[config.mk]
export PLATFORM = sky130hd
export DESIGN_NAME = vsb_merge
export DESIGN_NICKNAME = d
export VERILOG_FILES = /design/src/hdl/vertex_skinning_blend_defines.svh /design/src/hdl/vsb_pkg.sv /design/src/hdl/vsb_merge.sv
export SDC_FILE = /design/constraint.sdc
export NUM_CORES = 1
export LEC_CHECK = 0
export BUFFER_PORTS_ARGS = -buffer_cell sky130_fd_sc_hd__buf_2
export CAP_MARGIN = 15
export CELL_PAD_IN_SITES_DETAIL_PLACEMENT = 1
export CELL_PAD_IN_SITES_GLOBAL_PLACEMENT = 1
export CORE_AREA = 2 2 271 273
export DETAILED_ROUTE_END_ITERATION = 8
export DIE_AREA = 0 0 273 275
export PLACE_DENSITY = 0.8
export SYNTH_ARGS = -nofsm -noshare
export SYNTH_HDL_FRONTEND = slang
export SYNTH_SLANG_ARGS = --single-unit
[constraint.sdc]
create_clock -name clk -period 9.3 [get_ports clk]
set_clock_uncertainty 0.1 [all_clocks]
set_input_delay 0 -clock clk [delete_from_list [all_inputs] [get_ports clk]]
set_output_delay 0 -clock clk [all_outputs]
set_load 0.005 [all_outputs]
[src/hdl/vertex_skinning_blend_defines.svh]
// ----------------------------------------------------------------------------
// vertex_skinning_blend_defines
// Assertion macros shared by the skinning blend RTL.
// ----------------------------------------------------------------------------
`ifndef VERTEX_SKINNING_BLEND_DEFINES_SVH
`define VERTEX_SKINNING_BLEND_DEFINES_SVH

// checked only out of reset
`define VSB_ASSERT(lbl, prop) \
  lbl: assert property (@(posedge clk) disable iff (rst) prop) else $error("%m failed");

// checked also during reset
`define VSB_ASSERT_ALWAYS(lbl, prop) \
  lbl: assert property (@(posedge clk) prop) else $error("%m failed");

`endif

[src/hdl/vsb_pkg.sv]
// ----------------------------------------------------------------------------
// vsb_pkg
// Widths, constants and shared types of the skinning blend.
// ----------------------------------------------------------------------------
`timescale 1ns / 1ps
package vsb_pkg;
  localparam int DEF_PALETTE_ENTRIES = 64;
  localparam int DEF_INFLUENCES      = 4;
  localparam int MAX_INPUT_LANES     = 4;
  localparam int ELEMS      = 12;
  localparam int WORD_W     = 32;
  localparam int WEIGHT_W   = 17;
  localparam int JOINT_W    = 8;
  localparam int WIDE_W     = 48;
  localparam int TERM_W     = 50;
  localparam logic [WEIGHT_W-1:0] WEIGHT_ONE = 17'd65536;
  localparam logic CMD_WRITE = 1'b0;
  localparam logic CMD_SKIN  = 1'b1;

  typedef struct packed {
    logic              en;
    logic [7:0]        entry;
    logic [3:0]        element;
    logic [WORD_W-1:0] value;
  } pal_wr_t;
endpackage

[src/hdl/vsb_merge.sv]
// ----------------------------------------------------------------------------
// vsb_merge
// Sums the lane terms, saturates to 32 bits, holds the output register.
// ----------------------------------------------------------------------------
`timescale 1ns / 1ps
module vsb_merge import vsb_pkg::*; #(
  parameter int LANES = DEF_INFLUENCES
) (
  input  logic                      clk,
  input  logic                      advance,
  input  logic signed [TERM_W-1:0]  term [LANES][3],
  output logic signed [WORD_W-1:0]  sum [3]
);
  logic signed [TERM_W+3:0] acc [3];

  always_comb begin
    for (int c = 0; c < 3; c++) begin
      acc[c] = '0;
      for (int l = 0; l < LANES; l++) begin
        acc[c] = acc[c] + (TERM_W+4)'(term[l][c]);
      end
    end
  end

  always_ff @(posedge clk) begin
    if (advance) begin
      for (int c = 0; c < 3; c++) begin
        if (acc[c] > (TERM_W+4)'(32'sh7FFF_FFFF)) begin
          sum[c] <= 32'sh7FFF_FFFF;
        end else if (acc[c] < -(TERM_W+4)'(33'sh0_8000_0000)) begin
          sum[c] <= 32'sh8000_0000;
        end else begin
          sum[c] <= acc[c][WORD_W-1:0];
        end
      end
    end
  end
endmodule

# ---- Yosys cells after proc, flatten, opt, wreduce, memory -nomap -nowiden
# Cells that the tools add are included.
dict set report totals {
  register_bits 96
  elab_cells 21
  input_bits 602
}
dict set report op_classes {
  add_sub_neg 9
  muxes 3
  magnitude_cmp 6
}
# operator n
set ops {}
lappend ops {{52-bit by 50-bit adder with 53-bit output} 3}
lappend ops {{53-bit by 32-bit greater-than comparator with 1-bit output, second input constant} 3}
lappend ops {{53-bit by 32-bit less-than comparator with 1-bit output, second input constant} 3}
lappend ops {{51-bit by 50-bit adder with 52-bit output} 3}
lappend ops {{50-bit by 50-bit adder with 51-bit output} 3}
lappend ops {{32-bit two-way mux} 3}

# ---- Longest topological paths before layout
# Gate-level depths: netlist (run 1).
dict set report logic_depth {
  word_depth 5
  mapped_depth 19
  ltp_nobuf 18
}

# ---- Worst setup path after synthesis (run 1)
# OpenSTA, ideal clock, no wires.
dict set report synth_timing {
  path_type {input port to flip-flop}
  from {in term[8] in the netlist's numbering}
  to {reg sum[10] in the netlist's numbering (data pin)}
  arrival_time_ns 4.456
  setup_slack_ns 4.478
  path_buffers 2
  t_required_ns 8.934
  stages 18
  path_cell_list {inv_1 -> fa_1 -> fa_1 -> inv_1 -> ha_1 -> buf_4 -> and2_2 -> a2111oi_0 -> nor3_1 -> o211ai_2 -> and2_1 -> o21ai_0 -> xnor2_1 -> or4_1 -> or4_4 -> o41ai_4 -> buf_6 -> o21ai_1}
}
dict set report synth_via {
  elab_chain_len 3
  word_cells_on_any_way 4
  cone_classes {add/sub: 1; order compare: 2; mux: 1}
}
# item line_no
set synth_lines {}
lappend synth_lines {{from (decl)} vsb_merge.sv:11} ;# input logic signed [TERM_W-1:0] term [LANES][3],
lappend synth_lines {{52-bit by 50-bit adder with 53-bit output *} vsb_merge.sv:20} ;# acc[c] = acc[c] + (TERM_W+4)'(term[l][c]);
lappend synth_lines {{53-bit by 32-bit less-than comparator with 1-bit output} vsb_merge.sv:30} ;# end else if (acc[c] < -(TERM_W+4)'(33'sh0_8000_0000)) begin
lappend synth_lines {{32-bit two-way mux} vsb_merge.sv:30}
lappend synth_lines {{to (signal, indexed assignment)} vsb_merge.sv:33} ;# sum[c] <= acc[c][WORD_W-1:0];
lappend synth_lines {{to (decl)} vsb_merge.sv:12} ;# output logic signed [WORD_W-1:0] sum [3]
# Mark *: on every way between the ends. The rest lies on a longest branch, timed or not.
# A chain may end at the register's enable or synchronous reset.

# ---- Worst setup path after layout (run 1)
dict set report layout_timing {
  from {in term[1] in the netlist's numbering}
  to {reg sum[0] in the netlist's numbering (data pin)}
}
# Same word-level chain as after synthesis.

==> metrics.md, run 1 <==
| Metric | Value |
|---|---|
| Status | completed |
| DRC Markers | 0 |
| Fmax | about 0.18 GHz |
| Final antenna-violating net count | 0 |
| NumNets Final | 4477 |
| Ratio of cells with drive above 1 in the final layout | between 20 and 25% |
| DR pass1 iterations | 5 |
| Die Area | approximately 75000 um^2 |
| Resized Gates After CTS | 0 |
| Post-synth top area cell | fa_1 |
| Hold Startpoint | term[450] |
| Hold Path Class | primary input to flip-flop |
| CTS Buf Count | 9 |
| Initial Utilization | a little under a third |
| Yosys reg bits | 96 |
| Sequential share of the synthesized area | between 10 and 15% |
| Post-Syn Area | 22400 um^2 |
| Largest net degree at the start of global routing | 58 |
| Commonest cells post-synth | inv_1 (770), fa_1 (303), a21oi_1 (199) |
| Count leader, synth | inv_1 |
| WS Path Type | primary input to flip-flop |
| TritonCTS clock tree | done |
| Power Dens Cells | around 220 nW/um^2 |
| Worst path required time | ~9.3 ns |
| Post-route cell area | roughly 27000 um^2 |
| Synth-to-layout area growth | 21.0% |
| Ranking of synthesized cells by area | fa_1 (27%), inv_1 (13%), edfxtp_1 (13%) |
| Total Routing Usage GR | a little over a fifth |
| P_leak | roughly 14 nW |
| Initial DRC count | between 1000 and 1500 |
| EDFF count, synth | between 90 and 100 |
| Arrival time of the worst setup path | 5.73 ns |
| Row count | 99 |
| Top Ports | between 600 and 700 |
| Root Buffer | clkbuf_16 |
| GP Congestion | around 1 |
| Via density per instance | 5.04 |
| Number of setup buffers added after CTS | 0 |
| First-pass GRT wire length | 127000 um |
| Count of yosys warnings during synthesis | 0 |
| Routed vias | 22073 |
| Congestion Overflow GR | 0 |
| Biggest register | sum |
| Max-cap check violation count | 0 |
| DP HPWL | 74600 um |
| Drt total wl | around 83000 um |
| Syn avg cell area | 8.06 um^2 |
| Setup TNS | 0 ns |
| Max Slew Vio Count | 0 |
| RSZ-0062 raised after global routing | no |
| Die height | 275 um |
| Fin crit period | around 5.7 ns |
| Registers with the most flip-flops | sum x96 |
| Sink Count | 96 |
| H-Tree Level Count | 3 |
| Worst slew pin tran | approximately 1.1 ns |
| CP Capture Type | flip-flop |
| Filler instances | around 9000 |
| Crit path max fanout | 25 |
| Hold worst-path end | sum[0]$_SDFFCE_PN1P_ |
| Antenna violations before repair | 6 |
| Worst vdd ir | 0.0000960 V |
| CTS hold repair buffers | 1 |
| Top_reg_cell synth | edfxtp_1 |
| Startpoint types | primary input |
| Die Span X | roughly 270 um |
| Wirelength per Cell | 19.0 um |
| DP Area | approximately 27000 um^2 |
| Net count after synthesis | 3844 |
| Hold Vio Cnt, Final | 0 |
| Max FFs per register | 96 |
| CTS max path bufs | 2 |
| CORE AREA | between 70000 and 80000 um^2 |
| Worst slew margin | between 20% and 30% |
| Final Cycle Share | 61.3% |
| Hold Crit Depth | 4 |
| Input/output buffers | between 600 and 700 |
| Mapped Cells | approximately 2800 |
| Clock slew at reported path FFs | 0.08 ns |
| Vias in the first global route | around 24000 |
| Area share of the largest cell type after synthesis | between 20 and 30% |
| Setup violators final | 0 |
| Count of cell types in the netlist | around 90 |
| Asr flop ratio synth | 0% |
[where the power goes]
group          switching, W  total [W]  internal (W)
combinational       0.00297    0.00472       0.00176
sequential        0.0000653   0.000796      0.000730
clock              0.000207   0.000395      0.000188
[logic make-up (layout without fill, tap and decap cells)]
| logic type | count (synthesis) | count (layout) | share of synthesized area, % |
|---|---|---|---|
| xor+xnor | 122 | 122 | 4.76 |
| simple gates | 580 | 580 | 12.9 |
| other cells | 0 | 3 | 0 |
| flops | 96 | 96 | 12.9 |
| fa+ha+maj | 459 | 459 | 35.7 |
| compound gates | 655 | 655 | 18.3 |
| buf+inv | 854 | 1492 | 14.6 |
| mux | 17 | 17 | 0.803 |
[per-stage QoR]
step           power [W]  worst slack [ns]  instances  util, %  hold slack [ns]
6_report         0.00591              3.60       4383     37.5           0.0323
2_1_floorplan    0.00396              4.48       2783        -           0.0125
5_1_grt          0.00647              3.26       4382     37.5           0.0542
4_1_cts          0.00591              3.64       4380     37.5          0.00289
3_3_place_gp     0.00537              3.31       4363     37.1            0.296
3_5_place_dp     0.00548              3.22       4363     37.1            0.302
[worst max-delay path, stage by stage]
cell	delay [ns]
buf_2	0.07
inv_1	0.06
fa_1	0.62
fa_1	0.44
inv_1	0.07
ha_1	0.16
inv_1	0.05
fa_1	0.38
nand2b_1	0.19
a21oi_1	0.31
o22ai_1	0.18
o31ai_1	0.56
a21oi_1	0.35
o21ai_1	0.33
xnor2_1	0.18
nand4_1	0.11
or4_4	0.56
o41ai_4	0.55
buf_4	0.38
o21ai_0	0.14
[routing by layer]
metal  vias up  global-route usage, %  part of all wire, %
met3       131                   4.02                  6.3
met1     10870                   25.5                   39
met4         2                   9.02                  3.8
met5         -                      0                0.020
li1      10339                      -                    -
met2       731                   38.9                   50
[cell type report]
class / instances / area [um^2] / area share [%]
multi-input cells: 1833 / 16300 / 60.1
flip-flops and latches: 96 / 2880 / 10.6
inverters: 770 / 2890 / 10.7
clock inverters: 7 / 61.3 / 0.226
repair buffers: 706 / 3560 / 13.1
well taps: 959 / 1200 / 4.42
diodes: 3 / 7.51 / 0.0277
clock buffers: 9 / 225 / 0.830
[worst max path at each step]
stage            start  slack, ns               endpoint  cells past startpoint
2_1_floorplan  term[8]       4.48  sum[10]$_SDFFCE_PN1P_                     18
5_1_grt        term[1]       3.26   sum[0]$_SDFFCE_PN1P_                     20
3_3_place_gp   term[2]       3.31   sum[0]$_SDFFCE_PN1P_                     18
4_1_cts        term[1]       3.64   sum[0]$_SDFFCE_PN1P_                     20
6_report       term[1]       3.60   sum[0]$_SDFFCE_PN1P_                     20
3_5_place_dp   term[1]       3.22   sum[0]$_SDFFCE_PN1P_                     20
[cells in the final DEF (no fill, tap or decap), types with 8 or more instances in the layout]
cell type,n
inv_1,770
buf_2,696
fa_1,303
a21oi_1,198
nand2_1,196
ha_1,156
o21ai_0,151
nor2_1,99
edfxtp_1,96
nand4_1,63
xor2_1,63
xnor2_1,59
nor3_1,46
nand3_1,37
o21ai_1,36
a21o_1,32
o31ai_1,30
o211ai_1,27
a211oi_1,24
o21bai_1,23
o21a_1,23
nor4_1,18
and3_1,16
nor2b_1,15
a31oi_1,15
nand2b_1,15
and2_1,12
or3_1,11
and4_1,10
or4_1,9
or2_2,9
mux2i_1,9
clkbuf_16,9
buf_4,9
a221oi_1,8
mux2_2,8
Note: power is estimated with default switching activity, not from simulation.
==> run 2, diff against run 1 <==
Settings changed: CORE_AREA 2 2 271 273 to 2 2 272 274, DIE_AREA 0 0 273 275 to 0 0 274 276, PLACE_DENSITY 0.8 to 0.82.
Clock period 9.3 ns to 4.8 ns, I/O delays scaled along.
==> metrics.md, run 2 (synthesis results as in run 1) <==
| Metric | Value |
|---|---|
| Status | finished with violations (was completed) |
| Failing checks | setup timing |
| Clock slew at reported path FFs | 0.07 ns (was 0.08 ns) |
| Startpoint types | primary input (unchanged) |
| H-Tree Level Count | 3 (unchanged) |
| CP Capture Type | flip-flop (unchanged) |
| Critical Path Max Stage Delay | 0.58 ns (was 0.62 ns) |
| Synth-to-layout area growth | 39.4% (was 21.0%) |
| Critical-path top delay cell | fa_1 (unchanged) |
| Logic gate share of total power | 83.7% (was 79.9%) |
| Top Ports | 698 (unchanged) |
| Registers with the most flip-flops | sum x96 (unchanged) |
| Max-cap check violation count | 0 (unchanged) |
| CP Cell Sequence | buf_2 > fa_1 > fa_1 > ha_1 > a21oi_1 > o21ai_1 > a21o_1 > o32a_1 > a221oi_2 > nand2_1 > or4_4 > or4_4 > o41ai_4 > buf_4 > bufbuf_16 > o21ai_1 (was buf_2 > inv_1 > fa_1 > fa_1 > inv_1 > ha_1 > inv_1 > fa_1 > nand2b_1 > a21oi_1 > o22ai_1 > o31ai_1 > a21oi_1 > o21ai_1 > xnor2_1 > nand4_1 > or4_4 > o41ai_4 > buf_4 > o21ai_0) |
| Die height | 276 um (was 275 um) |
| Sink Count | 96 (unchanged) |
| DP HPWL | 83700 um (was 74600 um) |
| Placed cell count | 4758 (was 4363) |
| Hold Vio Cnt, Final | 0 (unchanged) |
| DRC Markers | 0 (unchanged) |
| Hold Path Class | primary input to flip-flop (unchanged) |
| Setup TNS | -0.370 ns (was 0 ns) |
| Filler instances | 9057 (was 9115) |
| Final Cycle Share | 101% |
| GP Congestion | 1.02 (was 0.976) |
| First-pass GRT wire length | 146000 um (was 127000 um) |
| CTS Buf Count | 9 (unchanged) |
| Drt total wl | 98300 um (was 83300 um) |
| Total Routing Usage GR | 24.8% (was 21.7%) |
| Buffers & Inverters on Critical Path | 3 (was 5) |
| Die Span X | 274 um (was 273 um) |
| Input/output buffers | 697 (unchanged) |
| Antenna violations before repair | 7 (was 6) |
| Net switching power | 0.00747 W (was 0.00324 W) |
| Crit path to | sum[12]$_SDFFCE_PN1P_ (was sum[0]$_SDFFCE_PN1P_) |
| Sequential share of power | 10.8% (was 13.5%) |
| Most frequent cells in the layout | inv_1 (763), buf_2 (695), buf_4 (423) (was inv_1 (770), buf_2 (696), fa_1 (303)) |
| Fin crit period | around 4.9 ns |
| Clock share of power | 5.5% (was 6.7%) |
| CORE AREA | 72600 um^2 (was 72300 um^2) |
| CTS max path bufs | 2 (unchanged) |
| TritonCTS clock tree | done (unchanged) |
| Worst path required time | 4.84 ns (was 9.32 ns) |
| Worst slew pin tran | 1.04 ns (was 1.13 ns) |
| Worst vdd ir | 0.000198 V (was 0.0000960 V) |
| Via density per instance | 5.07 (was 5.04) |
| Max FFs per register | 96 (unchanged) |
| Largest net degree at the start of global routing | 65 (was 58) |
| Max Slew Vio Count | 0 (unchanged) |
| Crit path depth | 16 (was 20) |
| Critical Path Start | term[46] (was term[1]) |
| Vias in the first global route | 26910 (was 23641) |
| Arrival time of the worst setup path | 4.90 ns (was 5.73 ns) |
| Initial DRC count | 1269 (was 1259) |
| NumNets Final | 4906 (was 4477) |
| Congestion Overflow GR | 0 (unchanged) |
| DR pass1 iterations | 7 (was 5) |
| Internal Dissipation | 0.00722 W (was 0.00267 W) |
| Biggest register | sum (unchanged) |
| Row count | 99 (unchanged) |
| Ratio of cells with drive above 1 in the final layout | 34.5% (was 22.5%) |
| Wirelength per Cell | 20.4 um (was 19.0 um) |
| Worst path top cell family by delay | compound AO/OA/AOI/OAI gates (unchanged) |
| Crit path max fanout | 8 (was 25) |
| Power Dens Cells | 470 nW/um^2 (was 218 nW/um^2) |
| Die Area | 75600 um^2 (was 75100 um^2) |
| Setup violators final | 11 (was 0) |
| Root Buffer | clkbuf_16 (unchanged) |
| Fmax | 0.206 GHz |
| Routed vias | 24374 (was 22073) |
| Fin cells | 4811 (was 4383) |
| Net Sw Frac | 50.9% (was 54.8%) |
| Final worst setup slack | -0.0597 ns (was 3.60 ns) |
| RSZ-0062 raised after global routing | yes (was no) |
| Initial Utilization | 30.9% (was 31.0%) |
| Worst slew margin | 30.8% (was 24.5%) |
| Final antenna-violating net count | 0 (unchanged) |
| P_leak | 16.3 nW (was 14.1 nW) |
| Commonest non-fill, non-tap cell in the layout | inv_1 (unchanged) |
| WS Path Type | primary input to flip-flop (unchanged) |
==> run 2: worst min-delay path by stage <==
stage / from / to / slack [ns] / cells after the start
3_5_place_dp: sum[33]$_SDFFCE_PN1P_ / sum[33] / 0.30 / 1
3_3_place_gp: sum[33]$_SDFFCE_PN1P_ / sum[33] / 0.29 / 1
5_1_grt: term[550] / sum[64]$_SDFFCE_PN1P_ / 0.04 / 4
6_report: term[550] / sum[64]$_SDFFCE_PN1P_ / 0.05 / 4
2_1_floorplan: advance / sum[0]$_SDFFCE_PN1P_ / 0.01 / 0
4_1_cts: term[550] / sum[64]$_SDFFCE_PN1P_ / 0.0006 / 4
==> run 2: area by class of cell <==
type                    count  area, um^2  share of cell area, %
diodes                      2        5.00                 0.0160
clock buffers              10         229                  0.732
clock inverters             6        66.3                  0.212
inverters                 770        2890                   9.24
multi-input cells        1833       17000                   54.5
flip-flops and latches     96        2880                   9.22
well taps                 959        1200                   3.84
repair buffers           1135        6960                   22.2
==> run 2: metrics by stage <==
stage               total power (W)  worst slack [ns]  cell area, um^2  util [%]  hold WS (ns)
global route                 0.0158            -0.154            31300      43.1        0.0377
floorplan                   0.00767            0.0551            22400         -        0.0125
finish                       0.0147           -0.0597            31300      43.1        0.0459
CTS                          0.0138          -0.00579            30400      41.9      0.000571
detailed placement           0.0127            -0.672            29900      41.1         0.298
global placement             0.0123            -0.522            29900      41.1         0.294
==> run 2: worst min-delay path, stage by stage <==
cell	delay [ns]
buf_2	0.08
ha_1	0.18
nand2_1	0.06
o311ai_0	0.09
==> run 2: power by group through the flow <==
| stage | logic (W) | registers, W | clock network, W |
|---|---|---|---|
| final | 0.0123 | 0.00159 | 0.000807 |
| after global routing | 0.0133 | 0.00161 | 0.000857 |
| after CTS | 0.0114 | 0.00159 | 0.000835 |
| after detailed placement | 0.0111 | 0.00160 | 0 |
| after global placement | 0.0107 | 0.00160 | 0 |
| after floorplan | 0.00611 | 0.00156 | 0 |
==> run 2: what timing repair did <==
| item | CTS | global route |
|---|---|---|
| setup buffers | 10 | 20 |
| hold buffers | 0 | 0 |
| cloned | 2 | 4 |
| gates resized for setup | 28 | 151 |
| pin swaps | 11 | 74 |
| setup endpoints to repair | 93 | 93 |
==> run 2: metal layers <==
metal,GRT usage (%),up-vias,share of wire [%]
li1,-,11175,-
met1,27.3,12027,36
met2,46.4,950,52
met3,4.45,216,6.8
met4,9.84,6,4.3
met5,0,-,0.031
==> run 3, diff against run 2 <==
Settings changed: SETUP_SLACK_MARGIN set to 0.1.
==> metrics.md, run 3 (synthesis results as in run 1) <==
| Metric | Value |
|---|---|
| Via density per instance | 5.17 (was 5.07) |
| Max Slew Vio Count | 0 (unchanged) |
| Die Span X | 274 um (unchanged) |
| Setup violators final | 31 (was 11) |
| Hold Vio Cnt, Final | 0 (unchanged) |
| Root Buffer | clkbuf_16 (unchanged) |
| Input/output buffers | 697 (unchanged) |
| Worst path required time | 4.85 ns (was 4.84 ns) |
| Internal Dissipation | 0.00777 W (was 0.00722 W) |
| Final Cycle Share | 102% (was 101%) |
| Initial DRC count | 1398 (was 1269) |
| CP Capture Type | flip-flop (unchanged) |
| WS Path Type | primary input to flip-flop (unchanged) |
| Final antenna-violating net count | 0 (unchanged) |
| Routed vias | 25043 (was 24374) |
| Total Routing Usage GR | 24.8% (about the same) |
| TritonCTS clock tree | done (unchanged) |
| Antenna violations before repair | 5 (was 7) |
| Crit path max fanout | 6 (was 8) |
| DP Area | 29900 um^2 (about the same) |
| Congestion Overflow GR | 0 (unchanged) |
| Metal3 WL | 6230 um (was 6710 um) |
| Final worst setup slack | -0.0970 ns (was -0.0597 ns) |
| GP Congestion | 0.967 (was 1.02) |
| Startpoint types | primary input (unchanged) |
| Ratio of cells with drive above 1 in the final layout | 37.7% (was 34.5%) |
| Placed cell count | 4764 (was 4758) |
| CORE AREA | 72600 um^2 (unchanged) |
| Dpl ws | -0.597 ns (was -0.672 ns) |
| Die Area | 75600 um^2 (unchanged) |
| Fin crit period | 4.90 ns (was 4.86 ns) |
| Worst slew margin | 44.1% (was 30.8%) |
| Max-cap check violation count | 0 (unchanged) |
| Power Dens Cells | 489 nW/um^2 (was 470 nW/um^2) |
| Commonest non-fill, non-tap cell in the layout | inv_1 (unchanged) |
| Vias in the first global route | 27246 (was 26910) |
| Failing checks | setup timing (unchanged) |
| RSZ-0062 raised after global routing | yes (unchanged) |
| Arrival time of the worst setup path | 4.95 ns (was 4.90 ns) |
| Worst slew pin tran | 0.838 ns (was 1.04 ns) |
| Post-layout util | 44.7% (was 43.1%) |
| Clock slew at reported path FFs | 0.09 ns (was 0.07 ns) |
| Largest net degree at the start of global routing | 56 (was 65) |
| Hold Path Class | primary input to flip-flop (unchanged) |
| Worst vdd ir | 0.000198 V (about the same) |
| Met2 Wirelength | 53100 um (was 51400 um) |
| Fin cells | 4847 (was 4811) |
| Critical Path Start | term[154] (was term[46]) |
| Setup TNS | -1.16 ns (was -0.370 ns) |
| Row count | 99 (unchanged) |
| CTS max path bufs | 2 (unchanged) |
| Most frequent cells in the layout | inv_1 (749), buf_2 (693), buf_4 (440) (was inv_1 (763), buf_2 (695), buf_4 (423)) |
| Die height | 276 um (unchanged) |
| Wirelength per Cell | 21.3 um (was 20.4 um) |
| DRC Markers | 0 (unchanged) |
| Sink Count | 96 (unchanged) |
| First-pass GRT wire length | 147000 um (was 146000 um) |
| Sequential share of power | 9.8% (was 10.8%) |
| Net Sw Frac | 51.0% (was 50.9%) |
| CTS Buf Count | 9 (unchanged) |
| Drt total wl | 103000 um (was 98300 um) |
| Clock share of power | 5.2% (was 5.5%) |
| DR pass1 iterations | 5 (was 7) |
| Initial Utilization | 30.9% (unchanged) |
| Top Ports | 698 (unchanged) |
| Logic gate share of total power | 85.0% (was 83.7%) |
| Post-route cell area | 32400 um^2 (was 31300 um^2) |
| Registers with the most flip-flops | sum x96 (unchanged) |
| Net switching power | 0.00810 W (was 0.00747 W) |
| Fmax | 0.204 GHz (was 0.206 GHz) |
| NumNets Final | 4941 (was 4906) |
| Synth-to-layout area growth | 44.7% (was 39.4%) |
| Biggest register | sum (unchanged) |
| Met1 WL | 37800 um (was 35800 um) |
| DP HPWL | 83500 um (was 83700 um) |
| P_leak | 16.6 nW (was 16.3 nW) |
| Max Used Layer | met5 (unchanged) |
| Status | finished with violations (unchanged) |
| Max FFs per register | 96 (unchanged) |
| H-Tree Level Count | 3 (unchanged) |
| Hold Startpoint | term[550] (unchanged) |
run 3: path summary, 6_finish.rpt:
path | to | slack [ns] | cells past startpoint
max | sum[19]$_SDFFCE_PN1P_ | -0.1 | 22
min | sum[64]$_SDFFCE_PN1P_ | 0.03 | 4
run 3: cell type report:
type / instances / area (um^2)
Inverter: 770 / 2900
Clock buffer: 9 / 225
Fill cell: 8927 / 40100
Antenna cell: 3 / 7.51
Timing Repair Buffer: 1170 / 7380
Sequential cell: 96 / 2880
Clock inverter: 7 / 76.3
Tap cell: 959 / 1200
Multi-Input combinational cell: 1833 / 17800
run 3: what timing repair did:
item,4_1_cts,5_1_grt
hold endpoints to repair,1,0
setup buffers,19,33
pin swaps,28,125
setup endpoints to repair,93,94
cloned,3,9
hold buffers,1,0
resized for setup,56,283
run 3: power groups by stage:
stage / sequential [W] / clock [W] / combinational (W)
floorplan: 0.00156 / 0 / 0.00612
global placement: 0.00156 / 0 / 0.0108
detailed placement: 0.00156 / 0 / 0.0112
CTS: 0.00155 / 0.000833 / 0.0116
global route: 0.00158 / 0.000865 / 0.0144
finish: 0.00156 / 0.000824 / 0.0135
run 3: metrics by stage:
| stage | hold WS, ns | total power (W) |
|---|---|---|
| finish | 0.0254 | 0.0159 |
| CTS | 0.0102 | 0.0140 |
| global route | 0.0455 | 0.0169 |
| detailed placement | 0.300 | 0.0127 |
| global placement | 0.299 | 0.0124 |
| floorplan | 0.0125 | 0.00767 |
run 3: routing by layer:
layer / global-route usage, % / up-vias
met5: 0 / -
met2: 45.8 / 1097
met4: 10.8 / 2
li1: - / 11253
met3: 4.19 / 345
met1: 27.6 / 12346
run 3: critical path: stages:
cell and delay [ns]:
buf_6 0.07, inv_2 0.04, fa_1 0.53, fa_1 0.54, inv_2 0.05, ha_4 0.25
o211ai_1 0.40, a21oi_4 0.09, buf_6 0.15, buf_12 0.12, o21ai_4 0.15, nand4_1 0.22
a21oi_2 0.23, xor2_1 0.21, nand2_1 0.10, or4_4 0.56, or4_4 0.44, o41ai_4 0.29
buf_6 0.19, buf_6 0.10, buf_8 0.13, o21ai_2 0.07
